<file path="src/rtl/pdi_pkg.sv">
// Shared constants, types and helpers for the pairwise dot interaction block.
// Used by every module under rtl except pdi_ram; depends on nothing else.

package pdi_pkg;

   localparam int MAX_VECTORS = 32;
   localparam int MAX_WIDTH   = 128;

   localparam int VEC_BITS    = (MAX_VECTORS > 1) ? $clog2(MAX_VECTORS) : 1;
   localparam int ELEM_BITS   = (MAX_WIDTH > 1) ? $clog2(MAX_WIDTH) : 1;
   localparam int EW_BITS     = ELEM_BITS + 1;
   localparam int STORE_DEPTH = MAX_VECTORS * MAX_WIDTH;
   localparam int ADDR_BITS   = (STORE_DEPTH > 1) ? $clog2(STORE_DEPTH) : 1;

   localparam int DATA_W      = 16;
   localparam int PROD_W      = 32;
   localparam int ACC_W       = 48;
   localparam int FRAC_SHIFT  = 12;

   localparam int WIDTH_REG_W = 8;
   localparam int NEMB_REG_W  = 5;
   localparam int CSR_IDX_W   = 1;
   localparam int CSR_DATA_W  = 8;

   localparam logic [WIDTH_REG_W-1:0] WIDTH_RESET = 8'd16;
   localparam logic [NEMB_REG_W-1:0]  NEMB_RESET  = 5'd26;

   localparam logic [CSR_IDX_W-1:0] CSR_VECTOR_WIDTH   = 1'b0;
   localparam logic [CSR_IDX_W-1:0] CSR_NUM_EMBEDDINGS = 1'b1;

   typedef enum logic [1:0] {
      ST_IDLE,
      ST_MAC,
      ST_DRAIN,
      ST_EMIT
   } state_type;

   typedef struct packed {
      logic                issue;
      logic                first;
      logic [VEC_BITS-1:0] index;
      logic [DATA_W-1:0]   x;
   } mac_ctrl_type;

   function automatic logic [ADDR_BITS-1:0] store_addr(input logic [VEC_BITS-1:0]  v,
                                                       input logic [ELEM_BITS-1:0] e);
      return ADDR_BITS'(v) * ADDR_BITS'(MAX_WIDTH) + ADDR_BITS'(e);
   endfunction

endpackage

</file>
<file path="src/rtl/pdi_mac.sv">
// Shared multiply-accumulate unit and the per-vector pair accumulators.
// Depends on pdi_pkg; fed by the sequencer and the vector store read port.

module pdi_mac (
   input  logic                                clock,
   input  logic                                reset,
   input  pdi_pkg::mac_ctrl_type               ctrl,
   input  logic [pdi_pkg::DATA_W-1:0]          store_rdata,
   output logic [pdi_pkg::ACC_W-1:0]           acc_rdata,
   output logic                                pipe_busy
);

   localparam int AW = pdi_pkg::ACC_W;
   localparam int PW = pdi_pkg::PROD_W;

   logic                          s1_valid_ff;
   logic                          s1_first_ff;
   logic [pdi_pkg::VEC_BITS-1:0]  s1_index_ff;
   logic                          s2_valid_ff;
   logic                          s2_first_ff;
   logic [pdi_pkg::VEC_BITS-1:0]  s2_index_ff;
   logic signed [PW-1:0]          prod_ff;
   logic signed [PW-1:0]          prod_in;
   logic [AW-1:0]                 acc_sum_in;
   logic [AW-1:0]                 acc_ff [pdi_pkg::MAX_VECTORS];

   always_comb begin
      prod_in    = $signed(ctrl.x) * $signed(store_rdata);
      acc_sum_in = (s2_first_ff ? AW'(0) : acc_ff[s2_index_ff]) + AW'(prod_ff);
   end

   always_ff @(posedge clock) begin
      if (reset) begin
         s1_valid_ff <= 1'b0;
         s2_valid_ff <= 1'b0;
      end else begin
         s1_valid_ff <= ctrl.issue;
         s2_valid_ff <= s1_valid_ff;
      end
      s1_first_ff <= ctrl.first;
      s1_index_ff <= ctrl.index;
      s2_first_ff <= s1_first_ff;
      s2_index_ff <= s1_index_ff;
      prod_ff     <= prod_in;
      if (s2_valid_ff) begin
         acc_ff[s2_index_ff] <= acc_sum_in;
      end
   end

   assign acc_rdata = acc_ff[ctrl.index];
   assign pipe_busy = s1_valid_ff | s2_valid_ff;

endmodule

</file>
<file path="config.mk">
export PLATFORM = sky130hd
export DESIGN_NAME = pdi_mac
export DESIGN_NICKNAME = d
export VERILOG_FILES = /design/src/rtl/pdi_pkg.sv /design/src/rtl/pdi_mac.sv
export SDC_FILE = /design/constraint.sdc
export NUM_CORES = 2
export LEC_CHECK = 0
export BUFFER_PORTS_ARGS = -buffer_cell sky130_fd_sc_hd__clkbuf_2
export CAP_MARGIN = 20
export CORE_MARGIN = 1.5
export CORE_UTILIZATION = 52
export DETAILED_ROUTE_END_ITERATION = 7
export PLACE_DENSITY_LB_ADDON = 0.15
export SKIP_CTS_REPAIR_TIMING = 1
export SLEW_MARGIN = 40
export SYNTH_ARGS = -nofsm -noshare
export SYNTH_HDL_FRONTEND = slang
export SYNTH_SLANG_ARGS = --single-unit
</file>
<file path="constraint.sdc">
create_clock -name clock -period 12.58 [get_ports clock]
set_input_delay 1.887 -clock clock [delete_from_list [all_inputs] [get_ports clock]]
set_output_delay 1.887 -clock clock [all_outputs]
set_load 0.01 [all_outputs]
</file>
-- Word-level counts from Yosys, hierarchy flattened
Memory sizes are Yosys's and may differ from the RTL's. A register that Yosys moved wholly into a read port is not among the register bits.
Index checks and enable logic that the tools add are counted.
- add/sub/neg operators: 1
- multipliers: 1
- muxes and demuxes: 3
- bitwise operators: 1
- operator list (kind ; count):
    $add A48 B48 Y48 ; 1
    $mux W48 ; 1
    $mul A16 B16 Y32 ; 1
    $mux W1 ; 2
    $or A1 B1 Y1 ; 1
- register bits: 46
- RAM bits: 1536
- input port bits: 41
- word-level logic and storage cells: 14
- memories: 1
- memory list (memory ; depth ; width ; read ports ; clocked after memory_dff ; wr ports ; line ; source):
    acc_ff ; 32 ; 48 ; 2 ; 1 ; 1 ; pdi_mac.sv:25 ; logic [AW-1:0] acc_ff [pdi_pkg::MAX_VECTORS];

-- Depth between registers and ports, before layout
- depth after elaboration: 2
- gate-level depth with buffers: 25
- mapped depth without buffers: 24

-- Least setup slack after synthesis
Ideal clock, no wire load.
- path kind: input port to flip-flop
- from: input ctrl[10] (netlist name)
- to: register prod_ff[30]
- library setup time: 0.126 ns
- arrival: 7.349 ns
- data required time: 12.454 ns
- setup slack: 5.105 ns
- stages on the path: 22
- buffers on the path: 1
- cells stage by stage: clkbuf_1 nand2_1 fa_1 fa_1 fa_1 fa_1 inv_1 fa_1 inv_1 fa_1 inv_1 ha_1 a21oi_1 inv_1 a21oi_1 o21ai_0 a31oi_1 o21ai_1 a221o_1 a211oi_2 a22oi_1 xor2_1
- word-level cells in the longest chain between the ends: 1
- RTL lines (item ; line ; source):
    from (decl) ; pdi_mac.sv:7 ; input pdi_pkg::mac_ctrl_type ctrl,
    $mul A16 B16 Y32 ; pdi_mac.sv:28 ; prod_in = $signed(ctrl.x) * $signed(store_rdata);
    net prod_in[30] ; pdi_mac.sv:23 ; logic signed [PW-1:0] prod_in;
    to (signal assigned) ; pdi_mac.sv:44 ; prod_ff <= prod_in;
    to (decl) ; pdi_mac.sv:22 ; logic signed [PW-1:0] prod_ff;
The timed path passes the listed nets, and every way through them passes these cells.
A chain may end at the register's enable or synchronous reset.

==> flow_metrics.tcl <==
set metrics [dict create \
    cp-start-kind "flip-flop" \
    cts_root_buffer "clkbuf_16" \
    rrSetupSlack_ns 4.85 \
    setup_viol 0 \
    grt_pass1_vias 47820 \
    synth_async_sr_flop_share_pct 0 \
    routedWlPerCell_um 34.68 \
    gr-total-overflow 0 \
    tritoncts "built" \
    tightest_slew_ns 0.9865 \
    die-area_um2 160900 \
    fin_crit_sh_pct 61.43 \
    hold_path.class "flip-flop to flip-flop" \
    cts_buffers 166 \
    grt_first_pass_wirelength_mm 338.6 \
    path_clk_slew_ns 0.06 \
    end_kind "flip-flop" \
    io_pins 90 \
    slew_headroom_pct 34.23 \
    synth_cells 4472 \
    p_per_area_nw_per_um2 211.5 \
    rsz0062_at_grt "no" \
    die_x_um 401.1 \
    nNetsFinal 5023 \
    clock-skew-final_ns 0.03606 \
    drive_gt1_share_pct 31.77 \
    yosysSeqAreaShare_pct 57.08 \
    areaGrowthSynthToFinish_pct 11.97 \
    dr_total_vias 46650 \
    syn_nets 4905 \
    worst-path-max-fanout 82 \
    clkLatencyLatePin_ns 0.81 \
    avgSynthCellArea_um2 18.43 \
    fmax_ghz 0.1294 \
    layout_commonest_cell "edfxtp_1" \
    most-common-layout-cells "1536 x edfxtp_1, 864 x mux4_2, 337 x inv_1, 263 x fa_1, 170 x clkbuf_16" \
    yosysUniqueCellTypes 69 \
    r2r_cells 16 \
    ys.flop_type "edfxtp_1" \
    final_util_pct 58.87 \
    die_height_um 401.1 \
    finalHoldViolations 0 \
    ys_ff_latch 1582 \
    cp.required_ns 13.09 \
    routed_via_density 6.878 \
    antenna_found_initial 1 \
    holdWs_ns 0.3250 \
    clockBufferDepth 3 \
    p_leak_nw 31.11 \
    whs_path_depth 0 \
    row_count 145 \
    wl_mm 235.3 \
    port-buffer-count 89 \
    synth_edf_count 1536 \
    remaining_drc_errors 0 \
    finalPower_mw 19.52 \
    cts.sinks 1582 \
    setup_tns_ns 0 \
    grt_max_degree 132 \
    gp_congestion 0.8495 \
    ant_nets 0 \
    htreeDepth 4 \
    status "completed" \
    irDropWorstVdd_v 0.0004362 \
    critPathKind "flip-flop to flip-flop" \
    synth_area_um2 82420 \
    dp_hpwl_mm 135.1 \
    seq_area_um2 47060 \
    crit_arrival_ns 8.24 \
    multi_input_area_um2 33820 \
    timing.max_cap.violations 0 \
    yosys_warnings 0 \
    period_needed_ns 7.728 \
    drtIter0Drc 5568 \
    grt_util_all_layers_pct 29.62 \
    first_pass_iters 7 \
    initial_core_util_pct 52.58 \
    slew_violations 0 \
    core-area_um2 156800 \
    fill_cells 11600 \
]
kinds of logic (layout without fill, tap and decap cells):
kind of cell	after synthesis	after routing	share of synthesized area [%]
DFF	1582	1582	57.08
muxes	914	914	24.29
buffers and inverters	626	876	2.893
AOI/OAI and AO/OA	451	451	3.968
and+or+nand+nor	428	428	2.582
adders and majority gates	392	392	8.346
xor gates and xnor gates	79	79	0.8395
other	0	3	0
flip-flops by register name (all words and copies together) (netlist names):
register     count
s2_first_ff      1
acc_ff        1536
s1_index_ff      5
s2_index_ff      5
s1_valid_ff      1
prod_ff         32
s2_valid_ff      1
s1_first_ff      1
power by group:
| group | internal, mW | leakage, nW | total, mW | switching [mW] |
|---|---|---|---|---|
| Combinational | 2.71 | 14.2 | 7.14 | 4.43 |
| Sequential | 7.43 | 14.2 | 7.51 | 0.0812 |
| Clock | 2.79 | 2.64 | 4.88 | 2.09 |
| Total | 12.9 | 31.1 | 19.5 | 6.60 |
layer usage:
| layer | part of all wire, % | routed length (µm) | GRT usage (%) |
|---|---|---|---|
| met4 | 3.4 | 8115 | 9.619 |
| met5 | 0 | 0 | 0 |
| met1 | 38 | 88960 | 40.99 |
| met3 | 9.3 | 21910 | 4.939 |
| met2 | 49 | 116300 | 48.43 |
Yosys cell counts (59+ instances only):
cell type  count  area, µm²
buf_1         59      221.5
nand2_1      151      566.8
a21oi_1       71      355.3
clkbuf_1     201      754.5
and2_1       128      800.8
nor2_1        67      251.5
a22oi_1      120      900.9
fa_1         263       5265
edfxtp_1    1536      46120
ha_1         129       1614
inv_1        338       1269
mux4_2       864      19460
worst max-delay path, cell delays in order (launching register included):
cell and delay, ns:
dfxtp_4 0.72, buf_12 0.58, buf_6 0.54, mux4_2 0.58, a22o_1 0.24, a221oi_1 0.31, a31oi_1 0.23, ha_1 0.52
nand2_1 0.21, a2111oi_0 0.55, buf_4 0.24, nand2b_1 0.07, o221ai_2 0.56, o21ai_0 0.37, o21ai_1 0.55, a31oi_1 0.31
xnor2_4 0.64
final timing paths:
check,startpoint,endpoint
setup / recovery,s2_index_ff[0]$_DFF_P_,acc_ff[11][39]$_DFFE_PP_
hold / removal,s1_first_ff$_DFF_P_,s2_first_ff$_DFF_P_
setup reg to reg,s2_index_ff[0]$_DFF_P_,acc_ff[11][39]$_DFFE_PP_
hold reg to reg,s1_first_ff$_DFF_P_,s2_first_ff$_DFF_P_
stage by stage:
stage | instances | instance area, µm² | worst slack [ns]
final | 6783 | 92290 | 4.852
after global routing | 6780 | 92280 | 4.417
after CTS | 6777 | 92180 | 4.649
after detailed placement | 6477 | 86790 | 4.510
after global placement | 6455 | 86010 | 4.568
after floorplan | 4472 | 82420 | 5.105
cell type report:
type / instances / share of cell area [%]
multi-input combinational: 2264 / 36.65
timing repair buffer: 238 / 2.344
antenna: 3 / 0.008135
tap: 2058 / 2.790
inverter: 338 / 1.375
clock inverter: 101 / 1.086
clock buffer: 199 / 4.760
sequential: 1582 / 50.99
Note: power is estimated with default switching activity, not from simulation.
