## config.mk

```make
export PLATFORM = sky130hd
export DESIGN_NAME = pdi_seq
export DESIGN_NICKNAME = d
export VERILOG_FILES = /design/src/rtl/pdi_pkg.sv /design/src/rtl/pdi_seq.sv
export SDC_FILE = /design/constraint.sdc
export NUM_CORES = 1
export LEC_CHECK = 0
export BUFFER_PORTS_ARGS = -buffer_cell sky130_fd_sc_hd__clkbuf_2
export CAP_MARGIN = 20
export CORE_ASPECT_RATIO = 1.4
export CORE_MARGIN = 2
export CORE_UTILIZATION = 50
export CTS_CLUSTER_SIZE = 28
export DETAILED_ROUTE_END_ITERATION = 10
export PLACE_DENSITY = 0.78
export SYNTH_ARGS = -nofsm -noshare
export SYNTH_HDL_FRONTEND = slang
export SYNTH_SLANG_ARGS = --single-unit
```

## constraint.sdc

```tcl
create_clock -name clock -period 12.5 [get_ports clock]
set_clock_uncertainty 0.1 [all_clocks]
set_input_delay 1.25 -clock clock [delete_from_list [all_inputs] [get_ports clock]]
set_output_delay 1.25 -clock clock [all_outputs]
set_load 0.01 [all_outputs]
```

## src/rtl/pdi_pkg.sv

```systemverilog
// Shared constants, types and helpers for the pairwise dot interaction block.
// Used by every module under rtl except pdi_ram; depends on nothing else.

package pdi_pkg;

   localparam int MAX_VECTORS = 32;
   localparam int MAX_WIDTH   = 128;

   localparam int VEC_BITS    = (MAX_VECTORS > 1) ? $clog2(MAX_VECTORS) : 1;
   localparam int ELEM_BITS   = (MAX_WIDTH > 1) ? $clog2(MAX_WIDTH) : 1;
   localparam int EW_BITS     = ELEM_BITS + 1;
   localparam int STORE_DEPTH = MAX_VECTORS * MAX_WIDTH;
   localparam int ADDR_BITS   = (STORE_DEPTH > 1) ? $clog2(STORE_DEPTH) : 1;

   localparam int DATA_W      = 16;
   localparam int PROD_W      = 32;
   localparam int ACC_W       = 48;
   localparam int FRAC_SHIFT  = 12;

   localparam int WIDTH_REG_W = 8;
   localparam int NEMB_REG_W  = 5;
   localparam int CSR_IDX_W   = 1;
   localparam int CSR_DATA_W  = 8;

   localparam logic [WIDTH_REG_W-1:0] WIDTH_RESET = 8'd16;
   localparam logic [NEMB_REG_W-1:0]  NEMB_RESET  = 5'd26;

   localparam logic [CSR_IDX_W-1:0] CSR_VECTOR_WIDTH   = 1'b0;
   localparam logic [CSR_IDX_W-1:0] CSR_NUM_EMBEDDINGS = 1'b1;

   typedef enum logic [1:0] {
      ST_IDLE,
      ST_MAC,
      ST_DRAIN,
      ST_EMIT
   } state_type;

   typedef struct packed {
      logic                issue;
      logic                first;
      logic [VEC_BITS-1:0] index;
      logic [DATA_W-1:0]   x;
   } mac_ctrl_type;

   function automatic logic [ADDR_BITS-1:0] store_addr(input logic [VEC_BITS-1:0]  v,
                                                       input logic [ELEM_BITS-1:0] e);
      return ADDR_BITS'(v) * ADDR_BITS'(MAX_WIDTH) + ADDR_BITS'(e);
   endfunction

endpackage

```

## src/rtl/pdi_seq.sv

```systemverilog
// Sequencer: configuration registers, sample counters, store addressing and
// result registers. Depends on pdi_pkg; drives pdi_ram and pdi_mac.

module pdi_seq (
   input  logic                                clock,
   input  logic                                reset,
   input  logic                                start,
   output logic                                busy,
   input  logic [pdi_pkg::DATA_W-1:0]          req_element_value,
   input  logic                                csr_we,
   input  logic [pdi_pkg::CSR_IDX_W-1:0]       csr_index,
   input  logic [pdi_pkg::CSR_DATA_W-1:0]      csr_wdata,
   output logic                                ram_we,
   output logic [pdi_pkg::ADDR_BITS-1:0]       ram_waddr,
   output logic [pdi_pkg::DATA_W-1:0]          ram_wdata,
   output logic [pdi_pkg::ADDR_BITS-1:0]       ram_raddr,
   output pdi_pkg::mac_ctrl_type               mac_ctrl,
   input  logic                                pipe_busy,
   input  logic [pdi_pkg::ACC_W-1:0]           acc_rdata,
   output logic                                rsp_valid,
   output logic [pdi_pkg::ACC_W-1:0]           rsp_result_value,
   output logic                                rsp_is_pair,
   output logic                                rsp_last
);

   localparam int VB = pdi_pkg::VEC_BITS;
   localparam int EB = pdi_pkg::ELEM_BITS;
   localparam int EW = pdi_pkg::EW_BITS;
   localparam int NB = pdi_pkg::NEMB_REG_W;
   localparam int AW = pdi_pkg::ACC_W;
   localparam int DW = pdi_pkg::DATA_W;
   localparam int XW = AW - DW - pdi_pkg::FRAC_SHIFT;

   pdi_pkg::state_type state_ff, state_in;

   logic [pdi_pkg::WIDTH_REG_W-1:0] width_ff, width_in;
   logic [NB-1:0]                   nemb_ff, nemb_in;
   logic [VB-1:0]                   vec_cnt_ff, vec_cnt_in;
   logic [EB-1:0]                   elem_cnt_ff, elem_cnt_in;
   logic [VB-1:0]                   item_v_ff, item_v_in;
   logic [EB-1:0]                   item_e_ff, item_e_in;
   logic [DW-1:0]                   x_ff, x_in;
   logic                            end_vec_ff, end_vec_in;
   logic                            end_sample_ff, end_sample_in;
   logic [VB-1:0]                   idx_ff, idx_in;
   logic                            rsp_valid_ff, rsp_valid_in;
   logic [AW-1:0]                   rsp_value_ff, rsp_value_in;
   logic                            rsp_is_pair_ff, rsp_is_pair_in;
   logic                            rsp_last_ff, rsp_last_in;

   logic          accept;
   logic [EW-1:0] eff_width;
   logic [NB-1:0] eff_nemb;
   logic          end_vec_now;
   logic          end_sample_now;
   logic          idx_at_end;

   always_comb begin
      accept = start && (state_ff == pdi_pkg::ST_IDLE);

      if (width_ff == '0) begin
         eff_width = EW'(1);
      end else if (32'(width_ff) > 32'(pdi_pkg::MAX_WIDTH)) begin
         eff_width = EW'(pdi_pkg::MAX_WIDTH);
      end else begin
         eff_width = EW'(width_ff);
      end

      if (nemb_ff == '0) begin
         eff_nemb = NB'(1);
      end else if (32'(nemb_ff) > 32'(pdi_pkg::MAX_VECTORS - 1)) begin
         eff_nemb = NB'(pdi_pkg::MAX_VECTORS - 1);
      end else begin
         eff_nemb = nemb_ff;
      end

      end_vec_now    = (EW'(elem_cnt_ff) + EW'(1)) >= eff_width;
      end_sample_now = end_vec_now && (32'(vec_cnt_ff) >= 32'(eff_nemb));
      idx_at_end     = (idx_ff + VB'(1)) == item_v_ff;
   end

   always_comb begin
      state_in = state_ff;
      unique case (state_ff)
         pdi_pkg::ST_IDLE: begin
            if (accept && (vec_cnt_ff != '0)) begin
               state_in = pdi_pkg::ST_MAC;
            end
         end
         pdi_pkg::ST_MAC: begin
            if (idx_at_end) begin
               state_in = pdi_pkg::ST_DRAIN;
            end
         end
         pdi_pkg::ST_DRAIN: begin
            if (!pipe_busy) begin
               state_in = end_vec_ff ? pdi_pkg::ST_EMIT : pdi_pkg::ST_IDLE;
            end
         end
         pdi_pkg::ST_EMIT: begin
            if (idx_at_end) begin
               state_in = pdi_pkg::ST_IDLE;
            end
         end
         default: state_in = pdi_pkg::ST_IDLE;
      endcase
   end

   always_comb begin
      width_in       = width_ff;
      nemb_in        = nemb_ff;
      vec_cnt_in     = vec_cnt_ff;
      elem_cnt_in    = elem_cnt_ff;
      item_v_in      = item_v_ff;
      item_e_in      = item_e_ff;
      x_in           = x_ff;
      end_vec_in     = end_vec_ff;
      end_sample_in  = end_sample_ff;
      idx_in         = idx_ff;
      rsp_valid_in   = 1'b0;
      rsp_value_in   = rsp_value_ff;
      rsp_is_pair_in = rsp_is_pair_ff;
      rsp_last_in    = rsp_last_ff;
      ram_we         = 1'b0;
      ram_waddr      = pdi_pkg::store_addr(vec_cnt_ff, elem_cnt_ff);
      ram_wdata      = req_element_value;
      ram_raddr      = pdi_pkg::store_addr(idx_ff, item_e_ff);
      mac_ctrl.issue = 1'b0;
      mac_ctrl.first = (item_e_ff == '0);
      mac_ctrl.index = idx_ff;
      mac_ctrl.x     = x_ff;

      if (csr_we && (csr_index == pdi_pkg::CSR_VECTOR_WIDTH)) begin
         width_in = csr_wdata[pdi_pkg::WIDTH_REG_W-1:0];
      end
      if (csr_we && (csr_index == pdi_pkg::CSR_NUM_EMBEDDINGS)) begin
         nemb_in = csr_wdata[NB-1:0];
      end

      unique case (state_ff)
         pdi_pkg::ST_IDLE: begin
            if (accept) begin
               ram_we        = 1'b1;
               x_in          = req_element_value;
               item_v_in     = vec_cnt_ff;
               item_e_in     = elem_cnt_ff;
               end_vec_in    = end_vec_now;
               end_sample_in = end_sample_now;
               idx_in        = '0;
               if (end_vec_now) begin
                  elem_cnt_in = '0;
                  vec_cnt_in  = end_sample_now ? '0 : vec_cnt_ff + VB'(1);
               end else begin
                  elem_cnt_in = elem_cnt_ff + EB'(1);
               end
               if (vec_cnt_ff == '0) begin
                  rsp_valid_in   = 1'b1;
                  rsp_value_in   = {{XW{req_element_value[DW-1]}}, req_element_value,
                                    {pdi_pkg::FRAC_SHIFT{1'b0}}};
                  rsp_is_pair_in = 1'b0;
                  rsp_last_in    = 1'b0;
               end
            end
         end
         pdi_pkg::ST_MAC: begin
            mac_ctrl.issue = 1'b1;
            idx_in         = idx_ff + VB'(1);
         end
         pdi_pkg::ST_DRAIN: begin
            idx_in = '0;
         end
         pdi_pkg::ST_EMIT: begin
            rsp_valid_in   = 1'b1;
            rsp_value_in   = acc_rdata;
            rsp_is_pair_in = 1'b1;
            rsp_last_in    = end_sample_ff && idx_at_end;
            idx_in         = idx_ff + VB'(1);
         end
         default: begin
            idx_in = '0;
         end
      endcase
   end

   always_ff @(posedge clock) begin
      if (reset) begin
         state_ff     <= pdi_pkg::ST_IDLE;
         width_ff     <= pdi_pkg::WIDTH_RESET;
         nemb_ff      <= pdi_pkg::NEMB_RESET;
         vec_cnt_ff   <= '0;
         elem_cnt_ff  <= '0;
         idx_ff       <= '0;
         rsp_valid_ff <= 1'b0;
      end else begin
         state_ff     <= state_in;
         width_ff     <= width_in;
         nemb_ff      <= nemb_in;
         vec_cnt_ff   <= vec_cnt_in;
         elem_cnt_ff  <= elem_cnt_in;
         idx_ff       <= idx_in;
         rsp_valid_ff <= rsp_valid_in;
      end
      item_v_ff      <= item_v_in;
      item_e_ff      <= item_e_in;
      x_ff           <= x_in;
      end_vec_ff     <= end_vec_in;
      end_sample_ff  <= end_sample_in;
      rsp_value_ff   <= rsp_value_in;
      rsp_is_pair_ff <= rsp_is_pair_in;
      rsp_last_ff    <= rsp_last_in;
   end

   assign busy             = (state_ff != pdi_pkg::ST_IDLE);
   assign rsp_valid        = rsp_valid_ff;
   assign rsp_result_value = rsp_value_ff;
   assign rsp_is_pair      = rsp_is_pair_ff;
   assign rsp_last         = rsp_last_ff;

   a_no_rsp_while_mac: assert property (@(posedge clock) disable iff (reset)
      (state_ff == pdi_pkg::ST_MAC || state_ff == pdi_pkg::ST_DRAIN) |-> !rsp_valid_ff)
      else $error("result strobe during accumulation");

   a_issue_in_range: assert property (@(posedge clock) disable iff (reset)
      (state_ff == pdi_pkg::ST_MAC) |-> (idx_ff < item_v_ff))
      else $error("accumulator index beyond current vector");

   a_emit_after_drain: assert property (@(posedge clock) disable iff (reset)
      (state_ff == pdi_pkg::ST_EMIT) |-> !pipe_busy)
      else $error("pair emitted while products are still in flight");

   a_last_is_pair: assert property (@(posedge clock) disable iff (reset)
      (rsp_valid_ff && rsp_last_ff) |-> rsp_is_pair_ff)
      else $error("last marker on a dense result");

endmodule

```

After elaboration in Yosys (flattened, before gate mapping)
Cells that the tools add are included.

Bits in latches: 0. Input bits: 78. Memory bits (writable): 0. Memories: 0. ROM bits: 0. Output and inout port bits: 116. Register bits: 113.

Bitwise gates (word level): 1. $lt $le $gt $ge: 3. Reductions and logical operators: 19. Add/subtract/negate cells: 6. Eq/ne operators: 10. Shift operators: 0. Multipliers: 0. Div/mod/pow operators: 0. Muxes and demuxes: 26.

Operators by type and width (number): $mux W48 (2); $pmux W48 S2 (1); $add A12 B7 Y12 (2); $mux W8 (2); $mux W5 (3); $pmux W5 S3 (1); $add A5 B1 Y5 const B (2); $logic_not A5 Y1 (2); $mux W2 (5); $add A7 B1 Y8 const B (1); $ge A8 B8 Y1 (1); $gt A8 B8 Y1 const B (1); $logic_not A8 Y1 (1); $ne A2 B2 Y1 const B (4); $pmux W2 S4 (1); $add A7 B1 Y7 const B (1); $logic_not A7 Y1 (1); $mux W1 (7); $mux W7 (1); $logic_and A1 B1 Y1 (6); $pmux W1 S2 (3); $reduce_and A3 Y1 (2); $eq A5 B5 Y1 (1); $ge A5 B5 Y1 (1); other kinds (10) (13).

Depth between registers and ports, before layout
Word-level depth: 6. Mapped depth: 11. Depth with buffers taken out: 11.

Worst setup path before layout
OpenSTA, ideal clock, no wires.

Path kind: input -> register. Start point: in start. End point: reg rsp_is_pair_ff (netlist: rsp_is_pair) (enable). Cell stages on the path: 4. Data arrival time: 3.963 ns. Setup time: 0.876 ns. Path slack: 7.561 ns. Cell sequence: nand2_1 > clkinv_1 > nand2_1 > o21ai_0.

Word-level cells in the longest chain between the ends: 3.

RTL lines: from (decl) (RTL line pdi_seq.sv:7) `input logic start,`; $logic_and A1 B1 Y1 (RTL line pdi_seq.sv:59) `accept = start && (state_ff == pdi_pkg::ST_IDLE);`; $ne A2 B2 Y1 (no source line); $reduce_and A3 Y1 (no source line); to (signal assigned) (RTL line pdi_seq.sv:209) `rsp_is_pair_ff <= rsp_is_pair_in;`; to (decl) (RTL line pdi_seq.sv:48) `logic rsp_is_pair_ff, rsp_is_pair_in;`.

Every way passes these cells. A chain may end at the register's enable or synchronous reset.

Worst setup path in the final report
Start point: in start. End point: out ram_we.

Word-level cells in the longest chain between the ends: 3.

RTL lines: $logic_and A1 B1 Y1 (RTL line pdi_seq.sv:59); $mux W1 (RTL line pdi_seq.sv:142) `if (accept) begin`; $mux W1 (RTL line pdi_seq.sv:140) `unique case (state_ff)`; to (decl) (RTL line pdi_seq.sv:13) `output logic ram_we,`.

Every way passes these cells.

==> parameters.txt <==
Parameter                              Value

Setup path
  Endpoint of the worst register-to-register path    elem_cnt_ff[4]
  Cell class contributing the biggest share of worst-path delay    buffers and inverters
  Crit path max fanout    14
  Setup crit end kind    primary output
  Worst-case register-to-register setup slack    9.34 ns
  Critical R2R Launch    elem_cnt_ff[0]
  Max incr delay on CP    0.36 ns
  Cell with the most instances on the worst path    sky130_fd_sc_hd__clkbuf_2
  Slowest library cell on the worst path    sky130_fd_sc_hd__nand2_1
  CP Launch Type    primary input
  Series of cell instances along the critical path    clkbuf_2, nand2_1, clkinv_1, clkbuf_2
  Critical path class    in -> out
  Worst EP arrival    2.08 ns
  Register-to-Register Path Depth    11
  Data required time of the critical path    11.15 ns
  Combined buffer and inverter count along the critical path    3

Timing
  Unrepaired setup endpoints after global routing    false
  Sum Neg Setup Slack    0 ns
  Peak Freq    291 MHz
  Final count of hold timing violations    0
  Min Clock Period, post-route    3.43 ns
  Final count of negative-setup-slack endpoints    0
  Fin crit share    27.5%
  Pins Over Slew Limit    0
  Worst slew margin    35.2%
  Least-Margin Pin Slew    0.973 ns
  Post-layout worst setup margin    roughly 9 ns

Clock network
  CTS Sinks    113
  Inserted Clock Buffers    17
  Clock-pin slew on the worst setup and hold paths    about 0.05 ns
  CTS tree    built
  Post-CTS repair timing setup buffer count    0
  Number of levels the H-tree was split into    4
  Post-cts hold buffer count    0
  Clock tree root buffer cell    sky130_fd_sc_hd__clkbuf_16
  Buffers from clock root to sink, at most    2
  Later-pin clock latency in the skew report    0.41 ns
  Cts repair resizes    0

Drt
  Detailed Route WL    12.5 mm
  Vias    3984
  Number of nets with antenna violations after detailed routing    0
  Post-detailed-route via-to-cell ratio    5.21
  Starting DRC count in detailed routing    about 240
  First drt pass iteration count    4
  Final routed DRC violation total    0
  Post-detailed-route wirelength per cell    about 16 um

Hold path
  Worst Hold Depth    2
  Hold endpoint    width_ff[0]
  Hold Crit Class    reg -> reg
  Worst Min Path Start    width_ff[0]

Logic synthesis
  Flip-flop and latch count after synthesis    ~110
  Nets in the synthesized netlist    about 540
  Cell types occupying the most area after synthesis    sky130_fd_sc_hd__edfxtp_1, sky130_fd_sc_hd__dfxtp_1, sky130_fd_sc_hd__nand2_1
  Post-synthesis instance area    0.00507 sq mm
  Post-synthesis cell count    439
  Dominant synthesized flop cell    sky130_fd_sc_hd__edfxtp_1
  Number of warnings printed during yosys synthesis    0
  Number of enable-type register cells in the synthesized netlist    80
  Distinct cells, synth    45
  Biggest area consumer among synthesized cells    sky130_fd_sc_hd__edfxtp_1
  Top cell type's share of synthesized area    47.3%
  Fraction of the yosys area taken by sequential cells    60.4%
  Async SR Flop Fraction    0%
  Mean instance size in the synthesized netlist    about 12 sq um

Floorplan
  Total number of placement rows    43
  Core box area    0.00990 sq mm
  Initial core utilization    between 50% and 60%
  I/O pin total    ~190
  Area of the die    0.0110 sq mm
  Overall die width    89.1 um
  Die span in y    123 um

Global routing
  Global-route wire length before repair    18.5 mm
  Largest net degree at the start of global routing    53
  All-Layer GR Usage    22.6%
  Number of global-route vias before repair    about 4000
  Number of antenna violations at the first check in global routing    0
  Global-route congestion overflow total    0

Layout
  Filler cell count in the final layout    781
  Most common cell after layout, fill and taps aside    sky130_fd_sc_hd__clkbuf_2
  Commonest non-fill, non-tap cells in the layout    sky130_fd_sc_hd__clkbuf_2, sky130_fd_sc_hd__nand2_1, sky130_fd_sc_hd__edfxtp_1, sky130_fd_sc_hd__dfxtp_1, sky130_fd_sc_hd__a21oi_1
  Core occupancy in the finished layout    between 60 and 70%
  Proportion of layout cells with a drive suffix above 1    39.7%
  Post-synthesis to final-layout area growth    31.1%
  Diode count    0
  Post-route non-filler standard cell count    ~760
  Final net count    716

Job
  Max-cap violations    0

Place
  RD Place Congestion    0.833
  Worst setup timing slack at the placement stage    8.95 ns
  Count of buffers inserted at the top-level ports    between 150 and 200
  Total instance count after detailed placement    between 700 and 800
  Detailed placer's ending HPWL    between 9 and 10 mm

Power
  Clk pwr share    40.9%
  Switching share of power    27.9%
  Part of the total power dissipated in combinational logic    18.2%
  Overall power    roughly 1.2 mW
  Sw Pwr    0.347 mW
  Part of the power in registers    40.9%
  Power per cell area    187 mW/mm^2
  Leakage Power    2.95 nW
  Max VDD drop    between 0.0001 and 0.00015 V
  Internal cell power    ~0.9 mW

Run status
  Outcome    finished clean
-- through the flow --
stage | hold slack (ns) | instance area (sq um)
2_1_floorplan | 0.335 | 5070
3_3_place_gp | 0.348 | 6020
3_5_place_dp | 0.352 | 6020
4_1_cts | 0.359 | 6650
5_1_grt | 0.387 | 6650
6_report | 0.357 | 6650
-- registers in the layout (all words and copies together) (netlist names) --
signal,flops
state_ff,2
elem_cnt_ff,7
item_e_ff,7
nemb_ff,5
rsp_last,1
vec_cnt_ff,5
rsp_valid,1
rsp_result_value,48
item_v_ff,5
end_sample_ff,1
width_ff,8
idx_ff,5
end_vec_ff,1
x_ff,16
rsp_is_pair,1
-- final cells by class --
type                       instances  area [sq um]  share of cell area (%)
timing repair buffer             195           981                    14.7
clock inverter                    15           210                    3.16
multi-input combinational        270          1730                    26.1
sequential                       113          3060                    46.0
clock buffer                      17           425                    6.39
tap                              135           169                    2.54
inverter                          19          71.3                    1.07
-- kinds of logic (layout without fill, tap and decap cells) --
logic type,Yosys count,count (layout),share of synthesized area [%]
xor gates and xnor gates,10,10,1.73
adders and majority gates,22,22,5.43
AOI/OAI and AO/OA,68,68,8.66
and+or+nand+nor,155,155,14.8
buffers and inverters,56,246,5.72
DFF,113,113,60.4
muxes,15,15,3.33
-- layer usage --
layer  GRT usage (%)  part of all wire, %  wire length (um)
met2            40.0                   53              6640
met3            7.48                  9.4              1170
met5               0                    0                 0
met4            8.96                  1.9               240
met1            24.5                   35              4400
-- power by group through the flow --
stage               Clock, mW  Sequential (mW)  Combinational, mW
finish                  0.508            0.508              0.227
CTS                     0.516            0.509              0.229
global placement            0            0.514              0.220
floorplan                   0            0.542              0.101
global route            0.534            0.515              0.250
detailed placement          0            0.516              0.227
-- worst register-to-register path: stages, from the launching register on --
cell and delay, ns:
sky130_fd_sc_hd__dfxtp_1 0.45, sky130_fd_sc_hd__ha_1 0.30, sky130_fd_sc_hd__and3_1 0.23, sky130_fd_sc_hd__nand3_1 0.11, sky130_fd_sc_hd__xnor2_1 0.24, sky130_fd_sc_hd__ha_1 0.27, sky130_fd_sc_hd__nand2_1 0.08, sky130_fd_sc_hd__o21ai_1 0.13
sky130_fd_sc_hd__a21oi_2 0.45, sky130_fd_sc_hd__inv_2 0.14, sky130_fd_sc_hd__or4_1 0.42, sky130_fd_sc_hd__a21oi_1 0.15
-- worst max path at each step --
stage	startpoint	end	slack (ns)	depth (start not counted)
floorplan	start	rsp_is_pair	7.56	4
global placement	start	rsp_result_value[15]	9.04	7
detailed placement	start	rsp_result_value[41]	8.95	7
CTS	start	ram_we	9.08	4
global route	start	ram_we	8.96	4
finish	start	ram_we	9.07	4
-- Yosys cell counts, types with 3 or more instances --
cell type and count:
sky130_fd_sc_hd__nand2_1 81, sky130_fd_sc_hd__edfxtp_1 80, sky130_fd_sc_hd__dfxtp_1 33, sky130_fd_sc_hd__a21oi_1 26, sky130_fd_sc_hd__ha_1 22, sky130_fd_sc_hd__buf_4 21
sky130_fd_sc_hd__inv_1 17, sky130_fd_sc_hd__mux2_2 15, sky130_fd_sc_hd__clkbuf_1 13, sky130_fd_sc_hd__and2_1 12, sky130_fd_sc_hd__nand3_1 12, sky130_fd_sc_hd__nor2_1 12
sky130_fd_sc_hd__o21ai_0 12, sky130_fd_sc_hd__a211oi_1 11, sky130_fd_sc_hd__and3_1 8, sky130_fd_sc_hd__or3_1 7, sky130_fd_sc_hd__nor2b_1 5, sky130_fd_sc_hd__xnor2_1 5
sky130_fd_sc_hd__xor2_1 5, sky130_fd_sc_hd__a211o_1 4, sky130_fd_sc_hd__nand4b_1 4, sky130_fd_sc_hd__o32ai_1 4, sky130_fd_sc_hd__a21oi_2 3
(Power assumes the default switching activity.)
